--- src/design/sksum_pkg.sv ---
package sksum_pkg;

  // Field widths
  localparam int unsigned ModeW    = 2;
  localparam int unsigned SpoolW   = 32;
  localparam int unsigned DiaInW   = 16;
  localparam int unsigned WeightW  = 32;
  localparam int unsigned WtypeW   = 2;
  localparam int unsigned RidxW    = 5;
  localparam int unsigned StatusW  = 3;
  localparam int unsigned CountW   = 6;
  localparam int unsigned SlotW    = 5;
  localparam int unsigned KeyW     = 9;
  localparam int unsigned SumW     = 32;
  localparam int unsigned CfgIdxW  = 1;
  localparam int unsigned CfgDataW = 6;
  localparam int unsigned PosW     = 8;

  // Beat layout
  localparam int unsigned InDataW  = 96;
  localparam int unsigned OutDataW = 56;

  localparam int unsigned TableDepthDef = 32;
  localparam logic [DiaInW-1:0] MaxDiameter = 16'd500;

  // Register indexes
  localparam logic [CfgIdxW-1:0] RegRequiredType = 1'd0;
  localparam logic [CfgIdxW-1:0] RegCapacity     = 1'd1;

  // Item kinds
  localparam logic [ModeW-1:0] ModeStart  = 2'd0;
  localparam logic [ModeW-1:0] ModeRecord = 2'd1;
  localparam logic [ModeW-1:0] ModeRead   = 2'd2;
  localparam logic [ModeW-1:0] ModeNone   = 2'd3;

  // Result status
  localparam logic [StatusW-1:0] StAdded   = 3'd0;
  localparam logic [StatusW-1:0] StMerged  = 3'd1;
  localparam logic [StatusW-1:0] StSkipped = 3'd2;
  localparam logic [StatusW-1:0] StFailed  = 3'd3;
  localparam logic [StatusW-1:0] StAlready = 3'd4;
  localparam logic [StatusW-1:0] StDone    = 3'd5;

  typedef enum logic [1:0] {
    CELL_HOLD,
    CELL_INS,
    CELL_ADD
  } cell_op_e;

  typedef struct packed {
    cell_op_e             op;
    logic [PosW-1:0]      pos;
    logic [KeyW-1:0]      key;
    logic [SumW-1:0]      val;
  } cell_cmd_t;

  typedef struct packed {
    logic lt;
    logic eq;
    logic ovf;
  } cell_flags_t;

endpackage

--- src/design/sksum_cell.sv ---
module sksum_cell #(
  parameter int unsigned Idx = 0
) (
  input  logic                          clk_i,
  input  logic                          rst_ni,
  input  logic                          cmp_en_i,
  input  logic [sksum_pkg::KeyW-1:0]    cmp_key_i,
  input  logic [sksum_pkg::SumW-1:0]    cmp_wt_i,
  input  logic                          in_use_i,
  input  sksum_pkg::cell_cmd_t          cmd_i,
  input  logic [sksum_pkg::KeyW-1:0]    prev_key_i,
  input  logic [sksum_pkg::SumW-1:0]    prev_sum_i,
  output logic [sksum_pkg::KeyW-1:0]    key_o,
  output logic [sksum_pkg::SumW-1:0]    sum_o,
  output sksum_pkg::cell_flags_t        flags_o
);
  import sksum_pkg::*;

  logic [KeyW-1:0] key_q, key_d;
  logic [SumW-1:0] sum_q, sum_d;
  cell_flags_t     flags_q, flags_d;
  logic [SumW:0]   wide_sum;
  logic            here;

  assign wide_sum = {1'b0, sum_q} + {1'b0, cmp_wt_i};
  assign here     = (cmd_i.pos == PosW'(Idx));

  always_comb begin
    flags_d = flags_q;
    if (cmp_en_i) begin
      flags_d.lt  = in_use_i && (key_q < cmp_key_i);
      flags_d.eq  = in_use_i && (key_q == cmp_key_i);
      flags_d.ovf = wide_sum[SumW];
    end
  end

  // insert shifts everything at and above the slot up by one
  always_comb begin
    key_d = key_q;
    sum_d = sum_q;
    unique case (cmd_i.op)
      CELL_INS: begin
        if (cmd_i.pos < PosW'(Idx)) begin
          key_d = prev_key_i;
          sum_d = prev_sum_i;
        end else if (here) begin
          key_d = cmd_i.key;
          sum_d = cmd_i.val;
        end
      end
      CELL_ADD: begin
        if (here) begin
          sum_d = sum_q + cmd_i.val;
        end
      end
      default: begin
      end
    endcase
  end

  always_ff @(posedge clk_i or negedge rst_ni) begin
    if (!rst_ni) begin
      flags_q <= '0;
    end else begin
      flags_q <= flags_d;
    end
  end

  always_ff @(posedge clk_i) begin
    key_q <= key_d;
    sum_q <= sum_d;
  end

  assign key_o   = key_q;
  assign sum_o   = sum_q;
  assign flags_o = flags_q;

endmodule

--- config.mk ---
export PLATFORM = sky130hd
export DESIGN_NAME = sksum_cell
export DESIGN_NICKNAME = d
export VERILOG_FILES = /design/src/design/sksum_pkg.sv /design/src/design/sksum_cell.sv
export SDC_FILE = /design/constraint.sdc
export NUM_CORES = 1
export LEC_CHECK = 0
export ABC_AREA = 0
export BUFFER_PORTS_ARGS = -buffer_cell sky130_fd_sc_hd__buf_4
export CORE_UTILIZATION = 44
export DETAILED_ROUTE_END_ITERATION = 7
export GPL_ROUTABILITY_DRIVEN = 0
export GPL_TIMING_DRIVEN = 0
export PLACE_DENSITY = 0.78
export RECOVER_POWER = 25
export SYNTH_ARGS = -nofsm -noshare
export SYNTH_HDL_FRONTEND = slang
export SYNTH_SLANG_ARGS = --single-unit
export TNS_END_PERCENT = 20
--- constraint.sdc ---
create_clock -name clk_i -period 2.8 [get_ports clk_i]
set_input_delay 0.42 -clock clk_i [delete_from_list [all_inputs] [get_ports clk_i]]
set_output_delay 0.42 -clock clk_i [all_outputs]
set_load 0.01 [all_outputs]
# Yosys cells after proc, flatten, opt, wreduce, memory -nomap -nowiden
# Cells that the tools add are included.
[op_classes]
n_addsub = 2
n_lt_le_gt_ge = 2
n_eq_ne = 5
muxes = 6
n_reduce_logical = 7
[op_table]
columns = ["cell", "count"]
rows = [
  ["$mux W32", 3],
  ["$pmux W32 S2", 1],
  ["$add A32 B32 Y33", 1],
  ["$add A32 B32 Y32", 1],
  ["$mux W9", 2],
  ["$eq A9 B9 Y1", 1],
  ["$lt A9 B9 Y1", 1],
  ["$logic_not A8 Y1", 1],
  ["$lt A8 B1 Y1 const B", 1],
  ["$reduce_bool A2 Y1", 2],
  ["$ne A3 B3 Y1 const B", 1],
  ["$reduce_and A3 Y1", 1],
  ["$eq A2 B1 Y1 const B", 1],
  ["$eq A2 B2 Y1 const B", 1],
  ["$logic_and A1 B1 Y1", 2],
  ["$ne A2 B2 Y1 const B", 1],
  ["$reduce_and A2 Y1", 1],
]
[totals]
regBits = 44

# Longest topological paths before layout
# Gate-level depths: netlist (run 1).
[depth]
word_depth = 4
mapped_depth = 10

# Worst setup path after synthesis (run 1)
# No wires, ideal clock.
[synth_timing]
path_kind = "input to register"
startpoint = "input port cmd_i[49] in the netlist's numbering"
endpoint = "register sum_q[0], in the netlist sum_o[0] (enable)"
setup_time_ps = 432
arrival_time_ps = 2488
t_required_ps = 2368
setup_slack_ps = -120
path_stages = 4
path_buffers = 2
path_cell_list = "nand2b_1 -> clkbuf_1 -> clkbuf_1 -> a21oi_1"
[synth_via]
elab_chain_len = 3
elab_cells_between_ends = 6
[synth_rtl]
columns = ["item", "line_no", "source"]
rows = [
  ["from (decl)", "sksum_cell.sv:10", "input sksum_pkg::cell_cmd_t cmd_i,"],
  ["$eq A2 B1 Y1 / $eq A2 B2 Y1 (equally long branches)", "sksum_cell.sv:41", "unique case (cmd_i.op)"],
  ["$ne A3 B3 Y1 (no source line) (tied with other cells)", "--", ""],
  ["$reduce_and A3 Y1 (no source line) (*)", "--", ""],
  ["to (signal assigned)", "sksum_cell.sv:71", "sum_q <= sum_d;"],
  ["to (decl)", "sksum_cell.sv:20", "logic [SumW-1:0] sum_q, sum_d;"],
]
# Mark *: on every way between the ends. The rest lies on a longest branch, timed or not.
# A chain may end at the register's enable or synchronous reset.

# Worst setup path after layout (run 1)
[layout_timing]
startpoint = "register sum_q[8], in the netlist sum_o[8]"
endpoint = "register sum_q[30], in the netlist sum_o[30] (data pin)"
[layout_via]
elab_chain_len = 3
[layout_rtl]
columns = ["item", "line_no", "source"]
rows = [
  ["$add A32 B32 Y32", "sksum_cell.sv:53", "sum_d = sum_q + cmd_i.val;"],
  ["$mux W32", "sksum_cell.sv:52", "if (here) begin"],
  ["$pmux W32 S2", "sksum_cell.sv:41", ""],
  ["named net sum_d[30]", "sksum_cell.sv:20", ""],
]
# The timed path passes the listed nets, and every way through them passes these cells. The select of a mux whose other input is x is not followed.

==> out/metrics.cfg, run 1 <==
[power]
irDropWorstVdd_uv=212.6
share_seq_of_total_power_pct=42.6
power.internal_uw=1227
power_density_of_the_placed_cells_nw_per_um2=300.0
static-leakage-power_uw=0.002544
p_clk_share_pct=30.5
p_sw_share_pct=28.41
combinational_fraction_of_design_power_pct=26.9
switching_power_of_the_nets_uw=486.9

[finish]
area_delta_synth_final_pct=34.19
multiInputGateArea_sq_um=2945
final_layout_size_suffix_gt1_share_pct=25.83
nets=843
final_area_sq_um=5712
antenna_cells_inserted=0
fill_cell_instance_count_of_the_final_layout=849
seqCellArea_sq_um=1306
final_util_pct=61.52

[sta]
rsz0062_at_grt=true
timing.final.crit_period_ns=2.748
fmax_mhz=363.9
worst_slew_pin_slew_ns=0.6773
period_share_pct=98.14
timing_max_transition_violations_final=0
timing.slew.headroom_pct=54.75
finish_stage_setup_viols=0
finalSetupTns_ns=0
fin_skew_ns=0.01065
final_critical_path_setup_slack_ns=0.05209
hold_violations=0

[setup_path]
worst_setup_path_end_kind=flop
critical_path_required_ns=2.85
crit_arrival_ns=2.79
criticalPathCategory=flop to flop
chain_of_cells_forming_the_critical_path=ha_4, nand3_2, o22ai_2, a211oi_4, buf_6, nor3_2, o21bai_2, a2111o_1, a21oi_1, o31ai_2
cp-start-kind=flop
cpPeakStageDelay_ns=0.47
slowest_cell_on_the_critical_path=sky130_fd_sc_hd__edfxtp_1
critical_path_peak_fanout=5
worstPathBufferInverterCount=1
cpLargestDelayFamily=compound AO/OA/AOI/OAI gates

[route]
vias_per_cell=5.586
drt_pass1_iterations=5
drt_iter0_markers=127
detail_route.drc_violations=0
drt.antenna.violating_nets=0
drt_wl_cell_um=15.79
via_count=4268
drt-total-wl_um=12070

[synth]
synth_area_per_cell_sq_um=8.886
yosysWarningCount=0
synthDistinctLibCells=54
postSynthNetCount=688
synth_async_sr_flop_share_pct=6.818
mapped_cell_area_sq_um=4257
syn-instance-count=479
yosys_most_used_dff=sky130_fd_sc_hd__edfxtp_1
synth-edff-count=41
number_of_register_bits_inferred_by_synthesis=44
yosysSeqAreaShare_pct=30.69

[clocking]
htreeDepth=2
clkSinkCount=44
numCtsBuffers=5
clkLatencyLatePin_ns=0.31
cts-root-to-sink-buffers=2
clkTransAtPathRegs_ns=0.10
cts-root-buf=sky130_fd_sc_hd__clkbuf_8
tritoncts=built

[run_status]
status=complete, no violations

[hold_path]
hold_path_class=primary input to flop

[floorplanning]
design.die.area_sq_um=10070
starting_density_pct=45.85
design.portCount=181
floorplan_core_area_sq_um=9284
die_x_um=100.4
die_h_um=100.4
placement_rows=35

[flow_run]
max_cap_viols=0

[global_route]
grt_util_all_layers_pct=24.02
first_pass_grt_wire_length_um=19300
number_of_antenna_violations_at_the_first_check_in_global_routing=0
grt_overflow=0
grt_max_degree=25
grt_pass1_vias=4145

[placed_design]
placement.cell_area_sq_um=5493
detailedPlace.worstSlack_ns=-0.5664
port_buffers=139
dpl.hpwl_um=9696

==> layout by cell type, fill, tap and decap left out, types with 11 or more instances in the layout <==
master	count
sky130_fd_sc_hd__a21o_1	19
sky130_fd_sc_hd__a21oi_1	44
sky130_fd_sc_hd__buf_4	116
sky130_fd_sc_hd__clkbuf_1	31
sky130_fd_sc_hd__edfxtp_1	41
sky130_fd_sc_hd__ha_1	65
sky130_fd_sc_hd__inv_1	22
sky130_fd_sc_hd__nand2_1	62
sky130_fd_sc_hd__nand3_1	18
sky130_fd_sc_hd__nor2_1	21
sky130_fd_sc_hd__o21ai_0	45
sky130_fd_sc_hd__xnor2_1	12
sky130_fd_sc_hd__xor2_1	11
==> cell type report <==
class / count / share of cell area [%]
Sequential cell: 44 / 22.87
Clock buffer: 5 / 1.205
Multi-Input combinational cell: 401 / 51.57
Timing Repair Buffer: 148 / 18.47
Buffer: 12 / 0.8105
Tap cell: 129 / 2.826
Inverter: 22 / 1.446
Clock inverter: 3 / 0.8105
==> Yosys cell counts, types with 2 or more instances <==
| library cell | number | area (sq um) |
|---|---|---|
| sky130_fd_sc_hd__nor2_1 | 22 | 82.58 |
| sky130_fd_sc_hd__nor4_1 | 2 | 12.51 |
| sky130_fd_sc_hd__ha_1 | 71 | 888.4 |
| sky130_fd_sc_hd__o21ai_1 | 2 | 10.01 |
| sky130_fd_sc_hd__nand4_1 | 7 | 43.79 |
| sky130_fd_sc_hd__nand3_1 | 18 | 90.09 |
| sky130_fd_sc_hd__xor2_1 | 11 | 96.34 |
| sky130_fd_sc_hd__clkbuf_1 | 11 | 41.29 |
| sky130_fd_sc_hd__nor3b_1 | 3 | 22.52 |
| sky130_fd_sc_hd__o21ai_0 | 46 | 230.2 |
| sky130_fd_sc_hd__o31ai_1 | 6 | 45.04 |
| sky130_fd_sc_hd__xnor2_1 | 12 | 105.1 |
| sky130_fd_sc_hd__o211ai_1 | 3 | 22.52 |
| sky130_fd_sc_hd__a21o_1 | 19 | 142.6 |
| sky130_fd_sc_hd__nand2_1 | 62 | 232.7 |
| sky130_fd_sc_hd__a2111o_1 | 2 | 22.52 |
| sky130_fd_sc_hd__a2111oi_0 | 2 | 17.52 |
| sky130_fd_sc_hd__a31o_2 | 2 | 17.52 |
| sky130_fd_sc_hd__inv_1 | 22 | 82.58 |
| sky130_fd_sc_hd__nor2b_1 | 6 | 37.54 |
| sky130_fd_sc_hd__and4_1 | 4 | 35.03 |
| sky130_fd_sc_hd__nand2b_1 | 6 | 37.54 |
| sky130_fd_sc_hd__a211oi_1 | 4 | 30.03 |
| sky130_fd_sc_hd__a31oi_1 | 3 | 18.77 |
| sky130_fd_sc_hd__edfxtp_1 | 41 | 1231 |
| sky130_fd_sc_hd__o21bai_1 | 4 | 30.03 |
| sky130_fd_sc_hd__a21oi_1 | 47 | 235.2 |
| sky130_fd_sc_hd__nor3_1 | 3 | 15.01 |
| sky130_fd_sc_hd__o21a_1 | 9 | 67.56 |
| sky130_fd_sc_hd__dfrtp_1 | 3 | 75.07 |
| sky130_fd_sc_hd__and3_1 | 3 | 18.77 |
==> worst reg2reg max path, delay by kind of cell, from the launching register on <==
| family | cells | cell delay, ns |
|---|---|---|
| AOI/OAI and AO/OA | 6 | 1.19 |
| DFF | 1 | 0.47 |
| and+or+nand+nor | 2 | 0.36 |
| adders and majority gates | 1 | 0.33 |
| buffers and inverters | 1 | 0.14 |
==> kinds of logic (layout without fill, tap and decap cells) <==
logic type / count (synthesis) / in the layout / synth area share [%]
compound gates: 161 / 161 / 23.72
xor+xnor: 23 / 23 / 4.732
buf+inv: 34 / 190 / 3.028
flops: 44 / 44 / 30.69
fa+ha+maj: 72 / 72 / 21.34
simple gates: 145 / 145 / 16.49
==> stage by stage <==
stage | total power [uW] | hold slack, ns | instances
after floorplan | 997.1 | 0.1244 | 479
after CTS | 1721 | 0.2832 | 761
after detailed placement | 1185 | 0.2133 | 748
after global placement | 1167 | 0.2110 | 747
final | 1713 | 0.3154 | 764
after global routing | 1802 | 0.3023 | 764
==> what timing repair did <==
| action | CTS | global route |
|---|---|---|
| setup endpoints to repair | 9 | 8 |
| endpoints found under the hold margin | 3 | 0 |
| buffers inserted | 4 | 3 |
| pin swaps | 4 | 0 |
| resized for setup | 11 | 8 |
| hold buffers | 1 | 0 |
==> path summary, 6_finish.rpt <==
| path | from | to | slack (ns) | depth (start not counted) |
|---|---|---|---|---|
| max reg2reg | sum_o[8] | sum_o[30] | 0.05 | 10 |
| max in group asynchronous | rst_ni | flags_o[2] | 2.18 | 2 |
| min in group asynchronous | rst_ni | flags_o[1] | 0.46 | 2 |
| min | cmd_i[32] | key_o[0] | 0.32 | 1 |
| max | sum_o[8] | sum_o[30] | 0.05 | 10 |
| min reg2reg | flags_o[2] | flags_o[2] | 0.51 | 2 |
==> power groups by stage <==
stage	Combinational [uW]	Sequential, uW	Clock (uW)
final	461	729	523
after global routing	515	730	557
after CTS	457	729	535
after detailed placement	441	744	0
after global placement	423	744	0
after floorplan	251	746	0
==> layer usage <==
layer | vias to the layer above | share of wire [%] | global-route usage, %
met1 | 1981 | 44 | 31.07
met4 | 0 | 1.6 | 5.574
met5 | - | 0 | 0
met3 | 13 | 6.7 | 3.064
li1 | 2106 | - | -
met2 | 168 | 48 | 42.57
==> registers in the layout, summed over array words and instances, names as in the netlist <==
signal   cells
flags_o      3
sum_o       32
key_o        9
Power figures use the tool's default switching activity.
==> run 2, diff against run 1 <==
--- a/config.mk
+++ b/config.mk
@@ -9,3 +9,4 @@
 export BUFFER_PORTS_ARGS = -buffer_cell sky130_fd_sc_hd__buf_4
-export CORE_UTILIZATION = 44
+export CORE_UTILIZATION = 45
+export CTS_BUF_LIST = sky130_fd_sc_hd__clkbuf_4 sky130_fd_sc_hd__clkbuf_8
 export DETAILED_ROUTE_END_ITERATION = 7
@@ -13,3 +14,4 @@
 export GPL_TIMING_DRIVEN = 0
-export PLACE_DENSITY = 0.78
+export MAX_ROUTING_LAYER = met4
+export PLACE_DENSITY = 0.79
 export RECOVER_POWER = 25
==> constraint.sdc (replaced) <==
create_clock -name clk_i -period 2.8 [get_ports clk_i]
set_input_delay 0.14 -clock clk_i [delete_from_list [all_inputs] [get_ports clk_i]]
set_output_delay 0.14 -clock clk_i [all_outputs]
set_load 0.01 [all_outputs]
==> run 2 against run 1 <==
  * Worst hold slack got worse by 0.28 ns
  * Core utilization rose by 0.25 points
  * Worst setup slack worse by 0.0075 ns
  * Routed wire length is 1.4% lower
  * Final area fell by 0.55%
  * Power down 1.2%
  * Via count fell by 0.42%
  * Maximum frequency is 0.27% lower
  * Critical path depth unchanged
  * Non-clock buffer count is the same
  * Highest routed layer unchanged
==> out/metrics.cfg, run 2 (same netlist as run 1, synthesis figures left out) <==
[placed_design]
dpl.hpwl_um=9548  ; -1.5%
dpl.cell_count=730  ; -2.4%
placement.cell_area_sq_um=5475  ; -0.32%
port_buffers=139  ; unchanged

[clocking]
tritoncts=built
cts-root-buf=sky130_fd_sc_hd__clkbuf_8
clkTransAtPathRegs_ns=0.09  ; about the same
htreeDepth=2  ; unchanged
clkLatencyLatePin_ns=0.30  ; about the same
numCtsBuffers=5  ; unchanged
clkSinkCount=44  ; unchanged
cts-root-to-sink-buffers=2  ; unchanged

[finish]
final_util_pct=61.77  ; +0.25 points
final_instance_count_without_filler_cells=746  ; -2.4%
multiInputGateArea_sq_um=2948  ; about the same
final_area_sq_um=5680  ; -0.55%
mostFrequentLayoutCells=sky130_fd_sc_hd__buf_4 (116), sky130_fd_sc_hd__ha_1 (63), sky130_fd_sc_hd__nand2_1 (62)
final_layout_size_suffix_gt1_share_pct=25.83  ; unchanged
layout.cells.most_common=sky130_fd_sc_hd__buf_4
area_delta_synth_final_pct=33.45
antenna_cells_inserted=0  ; unchanged
fill_cell_instance_count_of_the_final_layout=795  ; -6.4%
largest_register_ff_count=32  ; unchanged
seqCellArea_sq_um=1306  ; unchanged
nets=843  ; unchanged

[global_route]
use_met1_pct=30.34  ; -0.74 points
grt.met3_usage_pct=2.952  ; -0.11 points
first_pass_grt_wire_length_um=19300  ; unchanged
number_of_antenna_violations_at_the_first_check_in_global_routing=0  ; unchanged
grt_most_used_layer=met2
grt_util_all_layers_pct=25.07  ; +1.1 points
grt_pass1_vias=4195  ; +1.2%
grt_overflow=0  ; unchanged
grtUsageMet2_pct=43.75  ; +1.2 points
grt_max_degree=25  ; unchanged

[power]
static-leakage-power_uw=0.002532  ; -0.45%
irDropWorstVdd_uv=358.1  ; +68%
power_density_of_the_placed_cells_nw_per_um2=298.1  ; -0.63%

[sta]
period_share_pct=98.41  ; +0.27 points
worst_slew_pin_slew_ns=0.6731  ; -0.004223 ns
fin_skew_ns=0.008053  ; -0.002592 ns
timing_max_transition_violations_final=0  ; unchanged
finish_stage_setup_viols=0  ; unchanged
timing.slew.headroom_pct=54.96  ; +0.21 points
hold_violations=0  ; unchanged
rsz0062_at_grt=true
fmax_mhz=362.9  ; -0.27%
final.hold.worst_slack_ns=0.03891  ; -0.2765 ns
timing.final.crit_period_ns=2.755  ; +0.007474 ns

[setup_path]
cp-start-kind=flop
worst_r2r_startpoint=sum_o[7]
timing.reg2reg.setup_slack_ns=0.04  ; about the same
crit_arrival_ns=2.89  ; +0.10 ns
criticalPathCategory=flop to flop
worst_setup_path_end_kind=flop
critical_path_peak_fanout=4  ; -1
rr_worst_depth=10  ; unchanged
worstReg2RegEnd=sum_o[30]
critical_path_required_ns=2.93  ; +0.08 ns

[floorplanning]
die_x_um=99.26  ; -1.1%
design.portCount=181  ; unchanged
design.die.area_sq_um=9852  ; -2.2%
floorplan_core_area_sq_um=9196  ; -0.94%
starting_density_pct=46.29  ; +0.44 points
placement_rows=35  ; unchanged
die_h_um=99.26  ; -1.1%

[hold_path]
whs_path_depth=1  ; unchanged
hold_path_class=primary input to flop
hold-path-endpoint=key_o[7]
worst_hold_startpoint=cmd_i[39]

[flow_run]
max_cap_viols=0  ; unchanged

[route]
via_count=4250  ; -0.42%
drt_iter0_markers=199  ; +57%
drt.antenna.violating_nets=0  ; unchanged
vias_per_cell=5.697  ; +2.0%
drt-total-wl_um=11900  ; -1.4%
detail_route.drc_violations=0  ; unchanged
drt_wl_cell_um=15.95  ; +0.98%
drt_pass1_iterations=5  ; unchanged

[run_status]
status=complete, no violations

run 2: changes by cell type in the layout (fill, tap and decap cells not counted), sizes merged:
cell,delta
clkbuf,+1
inv,-1
buf,-1
clkinv,+1
run 2: layout make-up:
| cell class | instances | area share [%] |
|---|---|---|
| clock inverter | 3 | 0.7489 |
| multi-input combinational | 401 | 51.89 |
| timing repair buffer | 148 | 18.44 |
| clock buffer | 5 | 1.211 |
| inverter | 22 | 1.454 |
| buffer | 12 | 0.8150 |
| sequential | 44 | 23.00 |
| tap | 111 | 2.445 |
run 2: worst max path at each step:
stage | start | depth (start not counted) | slack (ns) | endpoint
after detailed placement | sum_o[0] | 10 | -0.39 | sum_o[28]
after global routing | sum_o[0] | 11 | -0.08 | sum_o[30]
after CTS | sum_o[6] | 10 | 0.01 | sum_o[30]
final | sum_o[7] | 10 | 0.04 | sum_o[30]
after global placement | cmd_i[49] | 5 | -1.22 | sum_o[18]
after floorplan | sum_o[0] | 10 | 0.02 | sum_o[30]
run 2: critical path, cell delays in order, from the launching register on:
cell and delay [ns]:
sky130_fd_sc_hd__edfxtp_1 0.48, sky130_fd_sc_hd__ha_4 0.34, sky130_fd_sc_hd__nand3_2 0.13, sky130_fd_sc_hd__o22ai_4 0.25, sky130_fd_sc_hd__a211oi_4 0.08, sky130_fd_sc_hd__buf_4 0.15, sky130_fd_sc_hd__nor3_2 0.27, sky130_fd_sc_hd__o21bai_2 0.11
sky130_fd_sc_hd__a2111o_1 0.40, sky130_fd_sc_hd__and3_4 0.19, sky130_fd_sc_hd__o31ai_2 0.18
run 2: per-stage QoR:
step	total power [uW]	worst slack [ns]	setup TNS [ns]
floorplan	997.5	0.02008	0
global placement	1167	-1.216	-40.05
detailed placement	1185	-0.3949	-1.326
CTS	1697	0.01219	0
global route	1781	-0.07960	-0.1427
finish	1693	0.04462	0
run 2: power breakdown:
part / internal, uW / switching [uW]
Combinational: 231 / 230
Sequential: 727 / 2.10
Clock: 264 / 239
run 2: timing repair:
item                                    in CTS  in global routing
gates resized for setup                      4                 16
cloned                                       0                  0
buffers inserted                             5                  2
endpoints found under the setup margin       6                 12
hold endpoints to repair                     3                  0
pin swaps                                    5                  1
hold buffers                                 1                  0
run 2: metal layers:
layer  part of all wire, %  up-vias
met5                     0        -
met4                   1.9        0
met3                   6.2       21
met2                    49      173
met1                    43     1948
li1                      -     2108
